$ cat src/sv/ttgr_pkg.sv
`timescale 1ns / 1ps

package ttgr_pkg;

    // Tracking mode of the single finger being followed
    typedef enum logic [1:0] {
        MODE_IDLE     = 2'd0,
        MODE_PRESSED  = 2'd1,
        MODE_RELEASED = 2'd2,
        MODE_PRESSED2 = 2'd3
    } mode_t;

    // Reported gesture kind
    typedef enum logic [1:0] {
        GEST_TAP      = 2'd0,
        GEST_LONG     = 2'd1,
        GEST_DOUBLE   = 2'd2,
        GEST_TAP_LONG = 2'd3
    } gesture_t;

    // Input item kind carried on tuser
    localparam logic OP_TOUCH = 1'b0;
    localparam logic OP_TICK  = 1'b1;

    // Configuration register indexes
    localparam logic [1:0] REG_HOLD_INTERVAL = 2'd0;
    localparam logic [1:0] REG_TAP_INTERVAL  = 2'd1;
    localparam logic [1:0] REG_MOVE_TOL      = 2'd2;

    localparam int unsigned POS_W   = 12;
    localparam int unsigned TIMER_W = 16;
    localparam int unsigned FID_W   = 4;

    localparam logic [TIMER_W-1:0] HOLD_RESET = 16'd500;
    localparam logic [TIMER_W-1:0] TAP_RESET  = 16'd300;
    localparam logic [POS_W-1:0]   TOL_RESET  = 12'd20;
    localparam logic [TIMER_W-1:0] TIMER_MAX  = 16'hFFFF;

    // Unpacked view of one input transaction
    typedef struct packed {
        logic              op;
        logic              multi_touch;
        logic [FID_W-1:0]  finger_id;
        logic [POS_W-1:0]  pos_x;
        logic [POS_W-1:0]  pos_y;
        logic              is_pressed;
        logic              is_released;
    } item_t;

endpackage

$ cat src/sv/touch_tap_gesture_recognizer.sv
`timescale 1ns / 1ps

// Single-finger tap gesture recognizer.
//
// Input stream (s_axis_*): one transaction is either a touch report or a
// one-millisecond tick, selected by s_axis_tuser. Ticks drive a one-shot
// timer; reports drive the idle / pressed / released / pressed-again tracker.
// Output stream (m_axis_*): at most one gesture per input transaction:
// tap, long tap, double tap or tap-then-long-tap, with the start position.
// Config port: cfg_wr_en / cfg_index / cfg_wdata write hold interval (0),
// tap interval (1) and move tolerance (2); other indexes are ignored.
// Write configuration only while no transaction is in flight.
//
// Path: an accepted transaction lands in the input register, is
// evaluated against the tracker state once the output register has room,
// and its gesture (if any) is registered into the output register for m_axis.
// Throughput: one transaction per cycle while m_axis_tready stays high;
// the whole state update is one combinational pass between the input and
// output registers.
// Stall: while the output register holds an untaken gesture, the input
// register keeps its item and s_axis_tready drops once both are full.
// Reset: tracker goes idle, timer stops, registers return to 500 / 300 / 20.
module touch_tap_gesture_recognizer (
    input  logic        clk,
    input  logic        rst_n,
    // tdata: multi_touch[0], finger_id[4:1], pos_x[16:5], pos_y[28:17],
    //        is_pressed[29], is_released[30], zero pad[31]
    input  logic [31:0] s_axis_tdata,
    // tuser: operation[0] (0 touch report, 1 tick)
    input  logic        s_axis_tuser,
    input  logic        s_axis_tvalid,
    output logic        s_axis_tready,
    // tdata: gesture_x[11:0], gesture_y[23:12]
    output logic [23:0] m_axis_tdata,
    // tuser: gesture[1:0]
    output logic [1:0]  m_axis_tuser,
    output logic        m_axis_tvalid,
    input  logic        m_axis_tready,
    input  logic        cfg_wr_en,
    input  logic [1:0]  cfg_index,
    input  logic [15:0] cfg_wdata
);

    localparam int unsigned PW = ttgr_pkg::POS_W;
    localparam int unsigned TW = ttgr_pkg::TIMER_W;
    localparam int unsigned FW = ttgr_pkg::FID_W;

    // Configuration registers
    logic [TW-1:0] hold_interval_reg;
    logic [TW-1:0] tap_interval_reg;
    logic [PW-1:0] move_tol_reg;

    // Input register
    logic             in_valid_reg;
    ttgr_pkg::item_t  in_item_reg;

    // Tracker state
    ttgr_pkg::mode_t  mode_reg, mode_next;
    logic [FW-1:0]    start_finger_reg, start_finger_next;
    logic [PW-1:0]    start_x_reg, start_x_next;
    logic [PW-1:0]    start_y_reg, start_y_next;
    logic             timer_run_reg, timer_run_next;
    logic [TW-1:0]    timer_count_reg, timer_count_next;
    logic             timer_tap_reg, timer_tap_next;

    // Output register
    logic               out_valid_reg;
    ttgr_pkg::gesture_t out_gesture_reg;
    logic [PW-1:0]      out_x_reg;
    logic [PW-1:0]      out_y_reg;

    logic               advance;
    logic               res_valid;
    ttgr_pkg::gesture_t res_gesture;

    logic [PW-1:0] dx, dy, dmax;
    logic          moved;
    logic          finger_diff;
    logic          abandon;
    logic [TW-1:0] count_inc;
    logic [TW-1:0] limit;
    logic          fire;
    logic          is_tick;

    // Evaluate the held item when the output register has room for its result
    assign advance       = in_valid_reg && (!out_valid_reg || m_axis_tready);
    assign s_axis_tready = !in_valid_reg || advance;

    // ---------------- configuration ----------------
    always_ff @(posedge clk or negedge rst_n)
    begin
        if (!rst_n)
        begin
            hold_interval_reg <= ttgr_pkg::HOLD_RESET;
            tap_interval_reg  <= ttgr_pkg::TAP_RESET;
            move_tol_reg      <= ttgr_pkg::TOL_RESET;
        end
        else if (cfg_wr_en)
        begin
            unique case (cfg_index)
                ttgr_pkg::REG_HOLD_INTERVAL: hold_interval_reg <= cfg_wdata;
                ttgr_pkg::REG_TAP_INTERVAL:  tap_interval_reg  <= cfg_wdata;
                ttgr_pkg::REG_MOVE_TOL:      move_tol_reg      <= cfg_wdata[PW-1:0];
                default: ;
            endcase
        end
    end

    // ---------------- input register ----------------
    always_ff @(posedge clk or negedge rst_n)
    begin
        if (!rst_n)
            in_valid_reg <= 1'b0;
        else if (s_axis_tready)
            in_valid_reg <= s_axis_tvalid;
    end

    always_ff @(posedge clk)
    begin
        if (s_axis_tvalid && s_axis_tready)
        begin
            in_item_reg.op          <= s_axis_tuser;
            in_item_reg.multi_touch <= s_axis_tdata[0];
            in_item_reg.finger_id   <= s_axis_tdata[4:1];
            in_item_reg.pos_x       <= s_axis_tdata[16:5];
            in_item_reg.pos_y       <= s_axis_tdata[28:17];
            in_item_reg.is_pressed  <= s_axis_tdata[29];
            in_item_reg.is_released <= s_axis_tdata[30];
        end
    end

    // ---------------- shared datapath ----------------
    // Chebyshev distance from the start point
    assign dx   = (in_item_reg.pos_x > start_x_reg) ? (in_item_reg.pos_x - start_x_reg)
                                                    : (start_x_reg - in_item_reg.pos_x);
    assign dy   = (in_item_reg.pos_y > start_y_reg) ? (in_item_reg.pos_y - start_y_reg)
                                                    : (start_y_reg - in_item_reg.pos_y);
    assign dmax  = (dx > dy) ? dx : dy;
    assign moved = dmax > move_tol_reg;
    assign finger_diff = in_item_reg.finger_id != start_finger_reg;

    assign abandon = (((mode_reg == ttgr_pkg::MODE_PRESSED) ||
                       (mode_reg == ttgr_pkg::MODE_PRESSED2)) && (finger_diff || moved)) ||
                     ((mode_reg == ttgr_pkg::MODE_RELEASED) && moved);

    // Saturating timer step and expiry
    assign count_inc = (timer_count_reg == ttgr_pkg::TIMER_MAX) ? timer_count_reg
                                                                : timer_count_reg + 1'b1;
    assign limit   = timer_tap_reg ? tap_interval_reg : hold_interval_reg;
    assign fire    = timer_run_reg && (count_inc >= limit);
    assign is_tick = in_item_reg.op == ttgr_pkg::OP_TICK;

    // ---------------- next state ----------------
    always_comb
    begin
        mode_next         = mode_reg;
        start_finger_next = start_finger_reg;
        start_x_next      = start_x_reg;
        start_y_next      = start_y_reg;
        timer_run_next    = timer_run_reg;
        timer_count_next  = timer_count_reg;
        timer_tap_next    = timer_tap_reg;

        if (advance)
        begin
            if (is_tick)
            begin
                if (timer_run_reg)
                begin
                    timer_count_next = count_inc;
                    if (fire)
                    begin
                        timer_run_next = 1'b0;
                        mode_next      = ttgr_pkg::MODE_IDLE;
                    end
                end
            end
            else if (in_item_reg.multi_touch || abandon)
            begin
                mode_next      = ttgr_pkg::MODE_IDLE;
                timer_run_next = 1'b0;
            end
            else if (in_item_reg.is_pressed || in_item_reg.is_released)
            begin
                // any meaningful flag cancels a pending timeout
                timer_run_next = 1'b0;
                unique case (mode_reg)
                    ttgr_pkg::MODE_IDLE,
                    ttgr_pkg::MODE_RELEASED:
                    begin
                        if (in_item_reg.is_pressed)
                        begin
                            start_finger_next = in_item_reg.finger_id;
                            start_x_next      = in_item_reg.pos_x;
                            start_y_next      = in_item_reg.pos_y;
                            mode_next         = (mode_reg == ttgr_pkg::MODE_IDLE)
                                                ? ttgr_pkg::MODE_PRESSED
                                                : ttgr_pkg::MODE_PRESSED2;
                            timer_run_next    = 1'b1;
                            timer_count_next  = '0;
                            timer_tap_next    = 1'b0;
                        end
                    end
                    ttgr_pkg::MODE_PRESSED:
                    begin
                        if (in_item_reg.is_released)
                        begin
                            mode_next        = ttgr_pkg::MODE_RELEASED;
                            timer_run_next   = 1'b1;
                            timer_count_next = '0;
                            timer_tap_next   = 1'b1;
                        end
                    end
                    ttgr_pkg::MODE_PRESSED2:
                    begin
                        if (in_item_reg.is_released)
                            mode_next = ttgr_pkg::MODE_IDLE;
                    end
                    default: ;
                endcase
            end
        end
    end

    // ---------------- result ----------------
    always_comb
    begin
        res_valid   = 1'b0;
        res_gesture = ttgr_pkg::GEST_TAP;
        if (is_tick)
        begin
            if (fire)
            begin
                unique case (mode_reg)
                    ttgr_pkg::MODE_PRESSED:
                    begin
                        res_valid   = 1'b1;
                        res_gesture = ttgr_pkg::GEST_LONG;
                    end
                    ttgr_pkg::MODE_RELEASED:
                    begin
                        res_valid   = 1'b1;
                        res_gesture = ttgr_pkg::GEST_TAP;
                    end
                    ttgr_pkg::MODE_PRESSED2:
                    begin
                        res_valid   = 1'b1;
                        res_gesture = ttgr_pkg::GEST_TAP_LONG;
                    end
                    default: ;
                endcase
            end
        end
        else if (!in_item_reg.multi_touch && !abandon && in_item_reg.is_released &&
                 (mode_reg == ttgr_pkg::MODE_PRESSED2))
        begin
            res_valid   = 1'b1;
            res_gesture = ttgr_pkg::GEST_DOUBLE;
        end
    end

    // ---------------- state registers ----------------
    always_ff @(posedge clk or negedge rst_n)
    begin
        if (!rst_n)
        begin
            mode_reg         <= ttgr_pkg::MODE_IDLE;
            start_finger_reg <= '0;
            start_x_reg      <= '0;
            start_y_reg      <= '0;
            timer_run_reg    <= 1'b0;
            timer_count_reg  <= '0;
            timer_tap_reg    <= 1'b0;
        end
        else
        begin
            mode_reg         <= mode_next;
            start_finger_reg <= start_finger_next;
            start_x_reg      <= start_x_next;
            start_y_reg      <= start_y_next;
            timer_run_reg    <= timer_run_next;
            timer_count_reg  <= timer_count_next;
            timer_tap_reg    <= timer_tap_next;
        end
    end

    // ---------------- output register ----------------
    always_ff @(posedge clk or negedge rst_n)
    begin
        if (!rst_n)
            out_valid_reg <= 1'b0;
        else if (advance)
            out_valid_reg <= res_valid;
        else if (m_axis_tready)
            out_valid_reg <= 1'b0;
    end

    always_ff @(posedge clk)
    begin
        if (advance && res_valid)
        begin
            out_gesture_reg <= res_gesture;
            out_x_reg       <= start_x_reg;
            out_y_reg       <= start_y_reg;
        end
    end

    assign m_axis_tvalid = out_valid_reg;
    assign m_axis_tuser  = out_gesture_reg;
    assign m_axis_tdata  = {out_y_reg, out_x_reg};

endmodule

$ cat config.mk
export PLATFORM = sky130hd
export DESIGN_NAME = touch_tap_gesture_recognizer
export DESIGN_NICKNAME = d
export VERILOG_FILES = /design/src/sv/ttgr_pkg.sv /design/src/sv/touch_tap_gesture_recognizer.sv
export SDC_FILE = /design/constraint.sdc
export NUM_CORES = 1
export LEC_CHECK = 0
export CAP_MARGIN = 15
export CORE_MARGIN = 4
export CORE_UTILIZATION = 40
export DETAILED_ROUTE_END_ITERATION = 12
export DONT_BUFFER_PORTS = 1
export PLACE_DENSITY = 0.55
export REMOVE_ABC_BUFFERS = 1
export SYNTH_ARGS = -nofsm -noshare
export SYNTH_HDL_FRONTEND = slang
export SYNTH_SLANG_ARGS = --single-unit
$ cat constraint.sdc
create_clock -name clk -period 9.5 [get_ports clk]
set_input_delay 2.375 -clock clk [delete_from_list [all_inputs] [get_ports clk]]
set_output_delay 2.375 -clock clk [all_outputs]
set_load 0.05 [all_outputs]
=== Word level (Yosys, flattened, before mapping) ===
Cells that the tools add are included.

* Register bits after elaboration: 152
* Output and inout port bits: 28

* Add/subtract/negate cells: 5
* Magnitude comparators: 5
* Equal/unequal tests: 17
* Multiplexer cells: 43
* Bitwise logic cells: 2
* Reduce and logical (&&, ||, !) cells: 37

{| class="wikitable"
|+ Operator list
! operator !! number
|-
| $mux 16 || 8
|-
| $gt 12x12->1 || 4
|-
| $sub 12x12->12 || 4
|-
| $mux 12 || 3
|-
| $pmux 16 s2 || 1
|-
| $mux 2 || 12
|-
| $reduce_and 7->1 || 3
|-
| $add 16x1->16 const B || 1
|-
| $eq 16x16->1 const B || 1
|-
| $ge 16x16->1 || 1
|-
| $mux 1 || 15
|-
| $logic_and 1x1->1 || 9
|-
| $ne 4x4->1 const B || 2
|-
| $reduce_and 2->1 || 4
|-
| $logic_or 1x1->1 || 7
|-
| $eq 2x2->1 const B || 3
|-
| $ne 2x2->1 const B || 3
|-
| $ne 3x3->1 const B || 2
|-
| $pmux 2 s3 || 1
|-
| $reduce_and 6->1 || 1
|-
| $reduce_bool 2->1 || 3
|-
| $reduce_bool 3->1 || 2
|-
| $eq 2x1->1 const B || 2
|-
| $logic_not 1->1 || 4
|-
| other kinds (9) || 13
|}

=== Longest topological paths before layout ===
Gate-level depths: netlist of the first run.

* Depth in word-level cells: 15
* Depth in mapped cells: 34
* Depth with buffers taken out: 29

=== Worst setup path before layout of the first run ===
OpenSTA, ideal clock, no wires.

* Path type: reg2reg
* Start point: register in_item_reg[14] (netlist name)
* End point: register out_gesture_reg[0] (netlist: m_axis_tuser[0]), enable pin
* Library setup time: 0.409 ns
* Data arrival time: 6.519 ns
* Slack: 2.572 ns
* Cell stages (with the launch flop): 31
* Path through: edfxtp_1 > inv_1 > ha_1 > inv_1 > fa_1 > a21o_1 > a21oi_1 > o221ai_2 > o211a_1 > buf_6 > mux2_4 > a221oi_2 > xor2_1 > inv_1 > ha_1 > nand2_1 > nor2_1 > a211oi_1 > o21ai_0 > nor3_1 > clkbuf_1 > o21ai_0 > o31a_1 > ha_1 > a21o_1 > a21o_1 > a21oi_1 > o211ai_1 > a21oi_1 > a32oi_1 > nor2_1

* Longest elaborated chain between the ends: 15
* Elaborated cells between the ends (all ways): 18

{| class="wikitable"
|+ RTL lines
! element !! line !! text
|-
| from (decl) || touch_tap_gesture_recognizer.sv:55 || <nowiki>ttgr_pkg::item_t in_item_reg;</nowiki>
|-
| $sub 12x12->12 (tied with other cells) || touch_tap_gesture_recognizer.sv:135 || <nowiki>: (start_x_reg - in_item_reg.pos_x);</nowiki>
|-
| $mux 12 * || touch_tap_gesture_recognizer.sv:134 || <nowiki>assign dx = (in_item_reg.pos_x > start_x_reg) ? (in_item_reg.pos_x - start_x_reg)</nowiki>
|-
| $gt 12x12->1 || touch_tap_gesture_recognizer.sv:138 || <nowiki>assign dmax = (dx > dy) ? dx : dy;</nowiki>
|-
| $mux 12 * || touch_tap_gesture_recognizer.sv:138 ||
|-
| $gt 12x12->1 * || touch_tap_gesture_recognizer.sv:139 || <nowiki>assign moved = dmax > move_tol_reg;</nowiki>
|-
| $logic_or 1x1->1 || touch_tap_gesture_recognizer.sv:143 || <nowiki>(mode_reg == ttgr_pkg::MODE_PRESSED2)) && (finger_diff || moved)) ||</nowiki>
|-
| $logic_and 1x1->1 || touch_tap_gesture_recognizer.sv:143 ||
|-
| $logic_or 1x1->1 * || touch_tap_gesture_recognizer.sv:143 ||
|-
| $logic_not 1->1 * || touch_tap_gesture_recognizer.sv:254 || <nowiki>else if (!in_item_reg.multi_touch && !abandon && in_item_reg.is_released &&</nowiki>
|-
| $logic_and 1x1->1 * (3 in a row) || touch_tap_gesture_recognizer.sv:254 ||
|-
| $mux 1 * || touch_tap_gesture_recognizer.sv:254 ||
|-
| $mux 1 * || touch_tap_gesture_recognizer.sv:230 || <nowiki>if (is_tick)</nowiki>
|-
| $logic_and 1x1->1 * || touch_tap_gesture_recognizer.sv:300 || <nowiki>if (advance && res_valid)</nowiki>
|-
| to (signal assigned) || touch_tap_gesture_recognizer.sv:302 || <nowiki>out_gesture_reg <= res_gesture;</nowiki>
|-
| to (decl) || touch_tap_gesture_recognizer.sv:68 || <nowiki>ttgr_pkg::gesture_t out_gesture_reg;</nowiki>
|}

Every way passes the cells marked *; elsewhere a longest branch is shown, timed or not.
A chain may end at the register's enable or synchronous reset.

=== Worst setup path after layout of the first run ===
* Start point: register in_item_reg[14] (netlist name)
* End point: register out_x_reg[1], enable pin

* Longest elaborated chain between the ends: 15
* Elaborated cells between the ends (all ways): 18

{| class="wikitable"
|+ RTL lines
! element !! line !! text
|-
| $sub 12x12->12 (tied with other cells) || touch_tap_gesture_recognizer.sv:135 ||
|-
| $mux 12 * || touch_tap_gesture_recognizer.sv:134 ||
|-
| $gt 12x12->1 || touch_tap_gesture_recognizer.sv:138 ||
|-
| $mux 12 * || touch_tap_gesture_recognizer.sv:138 ||
|-
| $gt 12x12->1 * || touch_tap_gesture_recognizer.sv:139 ||
|-
| $logic_or 1x1->1 || touch_tap_gesture_recognizer.sv:143 ||
|-
| $logic_and 1x1->1 || touch_tap_gesture_recognizer.sv:143 ||
|-
| $logic_or 1x1->1 * || touch_tap_gesture_recognizer.sv:143 ||
|-
| $logic_not 1->1 * || touch_tap_gesture_recognizer.sv:254 ||
|-
| $logic_and 1x1->1 * (3 in a row) || touch_tap_gesture_recognizer.sv:254 ||
|-
| $mux 1 * || touch_tap_gesture_recognizer.sv:254 ||
|-
| $mux 1 * || touch_tap_gesture_recognizer.sv:230 ||
|-
| $logic_and 1x1->1 * || touch_tap_gesture_recognizer.sv:300 ||
|-
| to (signal assigned) || touch_tap_gesture_recognizer.sv:303 || <nowiki>out_x_reg <= start_x_reg;</nowiki>
|-
| to (decl) || touch_tap_gesture_recognizer.sv:69 || <nowiki>logic [PW-1:0] out_x_reg;</nowiki>
|}

Marks and branches as above.

==> results.yml, run 1 <==
sta:
  relSlewSlack: 0.340
  rsz0062_at_grt: "false"
  fmax_mhz: 135
  layout_min_cycle_time_ns: 7.40
  whs_ns: 0.476
  clock-skew-final_ns: 0.0121
  worst_pin_slew_ns: 0.989
  slew_viol_final: 0
  timing.final.hold_violations: 0
  setup_tns_ns: 0
  finalSetupViolCount: 0
  finalCritPeriodShare: 0.779
worst_setup_path:
  rrSetupSlack_ns: 2.10
  start_kind: "flop"
  r2r_start: "in_item_reg[14]$_DFFE_PP_"
  crit_required_ns: 9.57
  r2r_end: "out_x_reg[1]$_DFFE_PP_"
  critPathSlowestCell: "nor2_1"
  cp.buffers_inverters: 5
  critical_path.max_fanout: 26
  arrival_ns: 7.47
  max_stage_delay_ns: 0.51
  reg2reg_depth: 30
  crit_type: "reg -> reg"
  worst_setup_path_end_kind: "flop"
  cp_top_family: "compound AO/OA/AOI/OAI gates"
placement:
  gp_congestion: 0.816
  io_buffers: 0
  place_hpwl_um: 14200
cells_and_area:
  drive_gt1_frac: 0.146
  final_core_util: 0.449
  largest_reg_flops: 31
  final_net_count: 997
  areaGrowthSynthToFinish_pct: 9.29
  antenna_cells: 0
detailed_routing:
  drt_wl_total_um: 19500
  first_iter_violations: 357
  dr.pass1.iters: 5
  drc: 0
  antenna_left: 0
  via_per_inst: 5.22
  wl_per_cell_um: 16.7
  dr_total_vias: 6106
worst_hold_path:
  min_to: "out_y_reg[11]$_DFFE_PP_"
  hold_start: "start_y_reg[11]$_DFFE_PN0P_"
  min_path_type: "reg -> reg"
  hold_depth: 0
floorplanning:
  die_area_sq_mm: 0.0260
  die_x_um: 161
  chipHeight_um: 161
  core-area_sq_mm: 0.0229
  io_pins: 84
  rows: 55
  start_util: 0.410
outcome:
  status: "finished, final reports clean"
cts:
  cts.repair.resized: 0
  cts_tree: "done"
  path_clk_slew_ns: 0.07
  cts_root_buf: "clkbuf_16"
  clock-sinks: 152
  hold_buffers: 0
  post-cts-setup-buffers: 0
  clk_latency_ns: 0.43
  cts_max_path_buffers: 2
  htreeDepth: 4
  numCtsBuffers: 17
synthesis:
  ys.flop_type: "dfrtp_1"
  ys_types: 70
  ys_seq_area_frac: 0.437
  synth_edf_count: 58
  avgSynthCellArea_sq_um: 11.1
  synth_cells: 847
  ys_warn_count: 0
  synth_seq_cells: 152
  synth_area_sq_mm: 0.00941
  async_reset_ff_frac: 0.618
job:
  cap_violations: 0
grt:
  antenna_found_initial: 2
  grt_max_degree: 95
  grt_pass1_wl_um: 32300
  overflow: 0
  first_global_vias: 6074
  grt_usage: 0.154
pwr:
  p_leak_nw: 4.52
  ir_worst_vdd_uv: 170
  power_density_mw_per_mm2: 372
==> cells in the mapped netlist, types with 3 or more instances <==
cell	n	area share
o21a_1	5	0.0040
and2_1	5	0.0033
dfrtp_1	82	0.22
a22oi_1	3	0.0024
inv_1	92	0.037
edfxtp_1	58	0.19
nor2_1	35	0.014
o2bb2ai_1	3	0.0028
buf_6	3	0.0036
fa_1	4	0.0085
o21ai_1	3	0.0016
o211ai_1	7	0.0056
a21o_1	22	0.018
ha_1	93	0.12
mux2_2	56	0.067
xnor2_1	22	0.020
nand4_1	14	0.0093
nor2b_1	12	0.0080
nand2_1	32	0.013
o21ai_0	27	0.014
nand3_1	12	0.0064
a211oi_1	9	0.0072
a21oi_1	37	0.020
dfstp_2	12	0.034
mux2i_1	63	0.067
nand2b_1	11	0.0073
a32o_1	5	0.0053
a31oi_1	4	0.0027
or2_2	4	0.0027
xor2_1	13	0.012
o31a_1	6	0.0056
or3_1	7	0.0047
clkbuf_1	11	0.0044
buf_2	9	0.0048
nor3_1	18	0.0096
==> power breakdown <==
group / internal, mW / switching [mW] / total [mW]
logic: 0.986 / 1.21 / 2.20
clock network: 0.384 / 0.297 / 0.681
registers: 0.837 / 0.109 / 0.946
==> layer usage <==
layer | global-route usage | share of wire
met4 | 0.0372 | 0.010
met3 | 0.0411 | 0.049
met2 | 0.235 | 0.44
met5 | 0 | 0.0014
met1 | 0.220 | 0.50
==> kinds of logic (layout without fill, tap and decap cells) <==
logic type	after synthesis	count (layout)	share of synthesized area
and+or+nand+nor	167	167	0.0941
muxes	120	120	0.136
buffers and inverters	121	131	0.0545
xor gates and xnor gates	35	35	0.0326
adders and majority gates	97	97	0.132
AOI/OAI and AO/OA	155	155	0.114
DFF	152	152	0.437
==> worst max-delay path by stage <==
stage	slack, ns	depth (start not counted)	start	endpoint
after floorplan	0.62	28	in_item_reg[14]$_DFFE_PP_	start_finger_reg[0]$_DFFE_PN0P_
final	2.10	30	in_item_reg[14]$_DFFE_PP_	out_x_reg[1]$_DFFE_PP_
after global routing	1.53	30	in_item_reg[14]$_DFFE_PP_	out_x_reg[1]$_DFFE_PP_
after CTS	1.80	26	in_item_reg[14]$_DFFE_PP_	out_x_reg[1]$_DFFE_PP_
after global placement	1.86	26	in_item_reg[14]$_DFFE_PP_	out_x_reg[8]$_DFFE_PP_
after detailed placement	1.83	26	in_item_reg[14]$_DFFE_PP_	out_x_reg[8]$_DFFE_PP_
==> per-stage QoR <==
step / cells / instance area, sq um / total power, mW / setup slack [ns]
after floorplan: 818 / 9240 / 2.64 / 0.619
after global placement: 1137 / 9690 / 3.14 / 1.86
after detailed placement: 1137 / 9690 / 3.16 / 1.83
after CTS: 1169 / 10300 / 3.87 / 1.80
after global routing: 1170 / 10300 / 4.19 / 1.53
final: 1170 / 10300 / 3.82 / 2.10
==> layout make-up <==
| type | instances | area (sq um) |
|---|---|---|
| tap | 313 | 392 |
| fill | 2125 | 12600 |
| timing repair buffer | 7 | 52.6 |
| clock inverter | 13 | 130 |
| clock buffer | 19 | 454 |
| inverter | 92 | 345 |
| sequential | 152 | 4110 |
| multi-input combinational | 574 | 4800 |
==> placed cells by master (no fill, tap or decap), drive strengths merged, types with 3 or more instances in the layout <==
master,count
a211oi,9
a21o,22
a21oi,38
a22oi,3
a31oi,5
a32o,5
and2,5
buf,6
clkbuf,20
dfrtp,82
dfstp,12
edfxtp,58
fa,4
ha,93
inv,101
mux2,57
mux2i,63
nand2,32
nand2b,11
nand3,12
nand4,15
nor2,37
nor2b,12
nor3,18
o211ai,7
o21a,5
o21ai,30
o2bb2ai,3
o31a,6
or2,4
or3,7
xnor2,22
xor2,13
Note: power is estimated with default switching activity, not from simulation.
==> run 2, diff against run 1 <==
--- a/config.mk
+++ b/config.mk
@@ -5,6 +5,7 @@
 export SDC_FILE = /design/constraint.sdc
 export NUM_CORES = 1
 export LEC_CHECK = 0
+export ABC_AREA = 1
 export CAP_MARGIN = 15
 export CORE_MARGIN = 4
 export CORE_UTILIZATION = 40
==> constraint.sdc (replaced) <==
create_clock -name clk -period 7 [get_ports clk]
set_input_delay 1.75 -clock clk [delete_from_list [all_inputs] [get_ports clk]]
set_output_delay 1.75 -clock clk [all_outputs]
set_load 0.05 [all_outputs]
==> run 2 against run 1 <==
Sequential share of layout area down 2.8 points; sequential power grew 31%; clock-buffer cell count decreased by 1; worst setup slack worse by 0.91 ns; cell count increased by 35%; maximum frequency up 27%; area after synthesis up 9.2%; clock power up 41%; clock skew increased by 0.0079 ns; first-iteration DRC count up 39%; combinational power grew 47%; largest power group unchanged; highest routed layer is now met4.
==> results.yml, run 2 <==
outcome:
  status: "finished, final reports clean"
synthesis:
  ys_types: 43
  synth_seq_cells: 152
  ys.flop_type: "dfrtp_1"
  synthTopCellsByArea: "dfrtp_1, edfxtp_1, nand2_1, ha_1, inv_1"
  synth_edf_count: 58
  synth_top_area_share: 0.200
  synth_area_sq_mm: 0.0103
  ys_warn_count: 0
  synth_top_area_cell: "dfrtp_1"
  synth_cells: 1251
  synth_common_cells: "nand2_1, inv_1, ha_1"
  ys_seq_area_frac: 0.400
  avgSynthCellArea_sq_um: 8.21
  async_reset_ff_frac: 0.618
  synth_most_common_cell: "nand2_1"
grt:
  grt_max_degree: 95
  first_global_vias: 7604
  grt_pass1_wl_um: 38100
  antenna_found_initial: 0
  overflow: 0
  grt_usage: 0.164
worst_setup_path:
  arrival_ns: 5.88
  start_kind: "flop"
  crit_type: "reg -> reg"
  crit_required_ns: 7.08
  crit_top_cell: "nand2_1"
  critPathSlowestCell: "fa_1"
  worst_setup_path_end_kind: "flop"
  critical_path.max_fanout: 25
  reg2reg_depth: 36
  max_stage_delay_ns: 0.46
cells_and_area:
  final_net_count: 1392
  multiInputGateArea_sq_mm: 0.00522
  drive_gt1_frac: 0.109
  areaGrowthSynthToFinish_pct: 7.72
  largest_reg_flops: 31
  final_cell_mix: "nand2_1, inv_1, ha_1"
  layout_commonest_cell: "nand2_1"
  antenna_cells: 0
  fillers: 2522
  seqCellArea_sq_mm: 0.00411
floorplanning:
  die_x_um: 168
  io_pins: 84
  core-area_sq_mm: 0.0253
  chipHeight_um: 168
  rows: 58
  start_util: 0.407
  die_area_sq_mm: 0.0283
cts:
  post-cts-setup-buffers: 0
  clk_latency_ns: 0.44
  htreeDepth: 4
  clock-sinks: 152
  path_clk_slew_ns: 0.07
  numCtsBuffers: 17
  cts_tree: "done"
  hold_buffers: 0
  cts_max_path_buffers: 2
  cts_root_buf: "clkbuf_16"
  cts.repair.resized: 0
placement:
  io_buffers: 0
  gp_congestion: 0.850
  place_hpwl_um: 16500
detailed_routing:
  drt_wl_total_um: 22400
  dr_total_vias: 7595
  wl_per_cell_um: 14.2
  via_per_inst: 4.80
  first_iter_violations: 497
  dr.pass1.iters: 5
  drc: 0
  antenna_left: 0
sta:
  fmax_mhz: 172
  finalSetupViolCount: 0
  finalCritPeriodShare: 0.829
  rsz0062_at_grt: "false"
  whs_ns: 0.484
  layout_min_cycle_time_ns: 5.80
  setup_tns_ns: 0
  slew_viol_final: 0
  clock-skew-final_ns: 0.0200
  worst_pin_slew_ns: 1.08
  relSlewSlack: 0.280
  timing.final.hold_violations: 0
worst_hold_path:
  min_path_type: "reg -> reg"
  hold_depth: 2
pwr:
  ir_worst_vdd_uv: 264
  p_leak_nw: 5.45
  power_density_mw_per_mm2: 492
  p_total_mw: 5.44
job:
  cap_violations: 0
[run 2: logic make-up (layout without fill, tap and decap cells)]
kind of cell / after synthesis / in the layout / share of synthesized area
xor+xnor: 41 / 41 / 0.0350
compound gates: 206 / 206 / 0.119
simple gates: 521 / 521 / 0.217
fa+ha+maj: 97 / 97 / 0.121
mux: 16 / 16 / 0.0157
buf+inv: 218 / 219 / 0.0921
flops: 152 / 152 / 0.400
[run 2: path summary, 6_finish.rpt]
path	startpoint	endpoint	slack (ns)
max	in_item_reg[2]$_DFFE_PP_	out_x_reg[8]$_DFFE_PP_	1.20
min	tap_interval_reg[15]$_DFFE_PN0P_	tap_interval_reg[15]$_DFFE_PN0P_	0.48
max reg2reg	in_item_reg[2]$_DFFE_PP_	out_x_reg[8]$_DFFE_PP_	1.20
min reg2reg	tap_interval_reg[15]$_DFFE_PN0P_	tap_interval_reg[15]$_DFFE_PN0P_	0.48
max in group asynchronous	rst_n	move_tol_reg[4]$_DFFE_PN1P_	5.77
min in group asynchronous	rst_n	hold_interval_reg[13]$_DFFE_PN0P_	1.02
[run 2: layout make-up]
cell class                      count  share of cell area
Clock inverter                     14              0.0154
Multi-Input combinational cell    881               0.472
Timing Repair Buffer                4             0.00339
Tap cell                          330              0.0373
Clock buffer                       18              0.0388
Sequential cell                   152               0.371
Inverter                          183              0.0623
[run 2: worst max-delay path, delay by kind of cell, from the launching register on]
family,cells,cell delay (ns)
AO/OA/AOI/OAI,3,0.32
adder cells (fa/ha/maj),4,1.20
buffers and inverters,8,1.30
flip-flops,1,0.39
AND/OR/NAND/NOR,21,2.19
[run 2: power by group]
part | internal, mW | switching [mW]
Clock | 0.563 | 0.398
Combinational | 1.22 | 2.02
Sequential | 1.10 | 0.145
Total | 2.88 | 2.56
[run 2: per-layer routing]
layer,GRT usage,share of wire,vias up
met2,0.251,0.43,119
li1,-,-,4009
met4,0.0413,0.014,0
met3,0.0399,0.042,18
met1,0.234,0.52,3449
met5,0,0,-
[run 2: through the flow]
stage                     cells   util  instance area [sq um]  worst slack (ns)
after CTS                  1581  0.438                  11100              1.09
final                      1582  0.438                  11100              1.20
after global routing       1582  0.438                  11100             0.474
after floorplan            1216      -                  10000              1.46
after detailed placement   1549  0.414                  10500              1.12
after global placement     1549  0.414                  10500              1.18
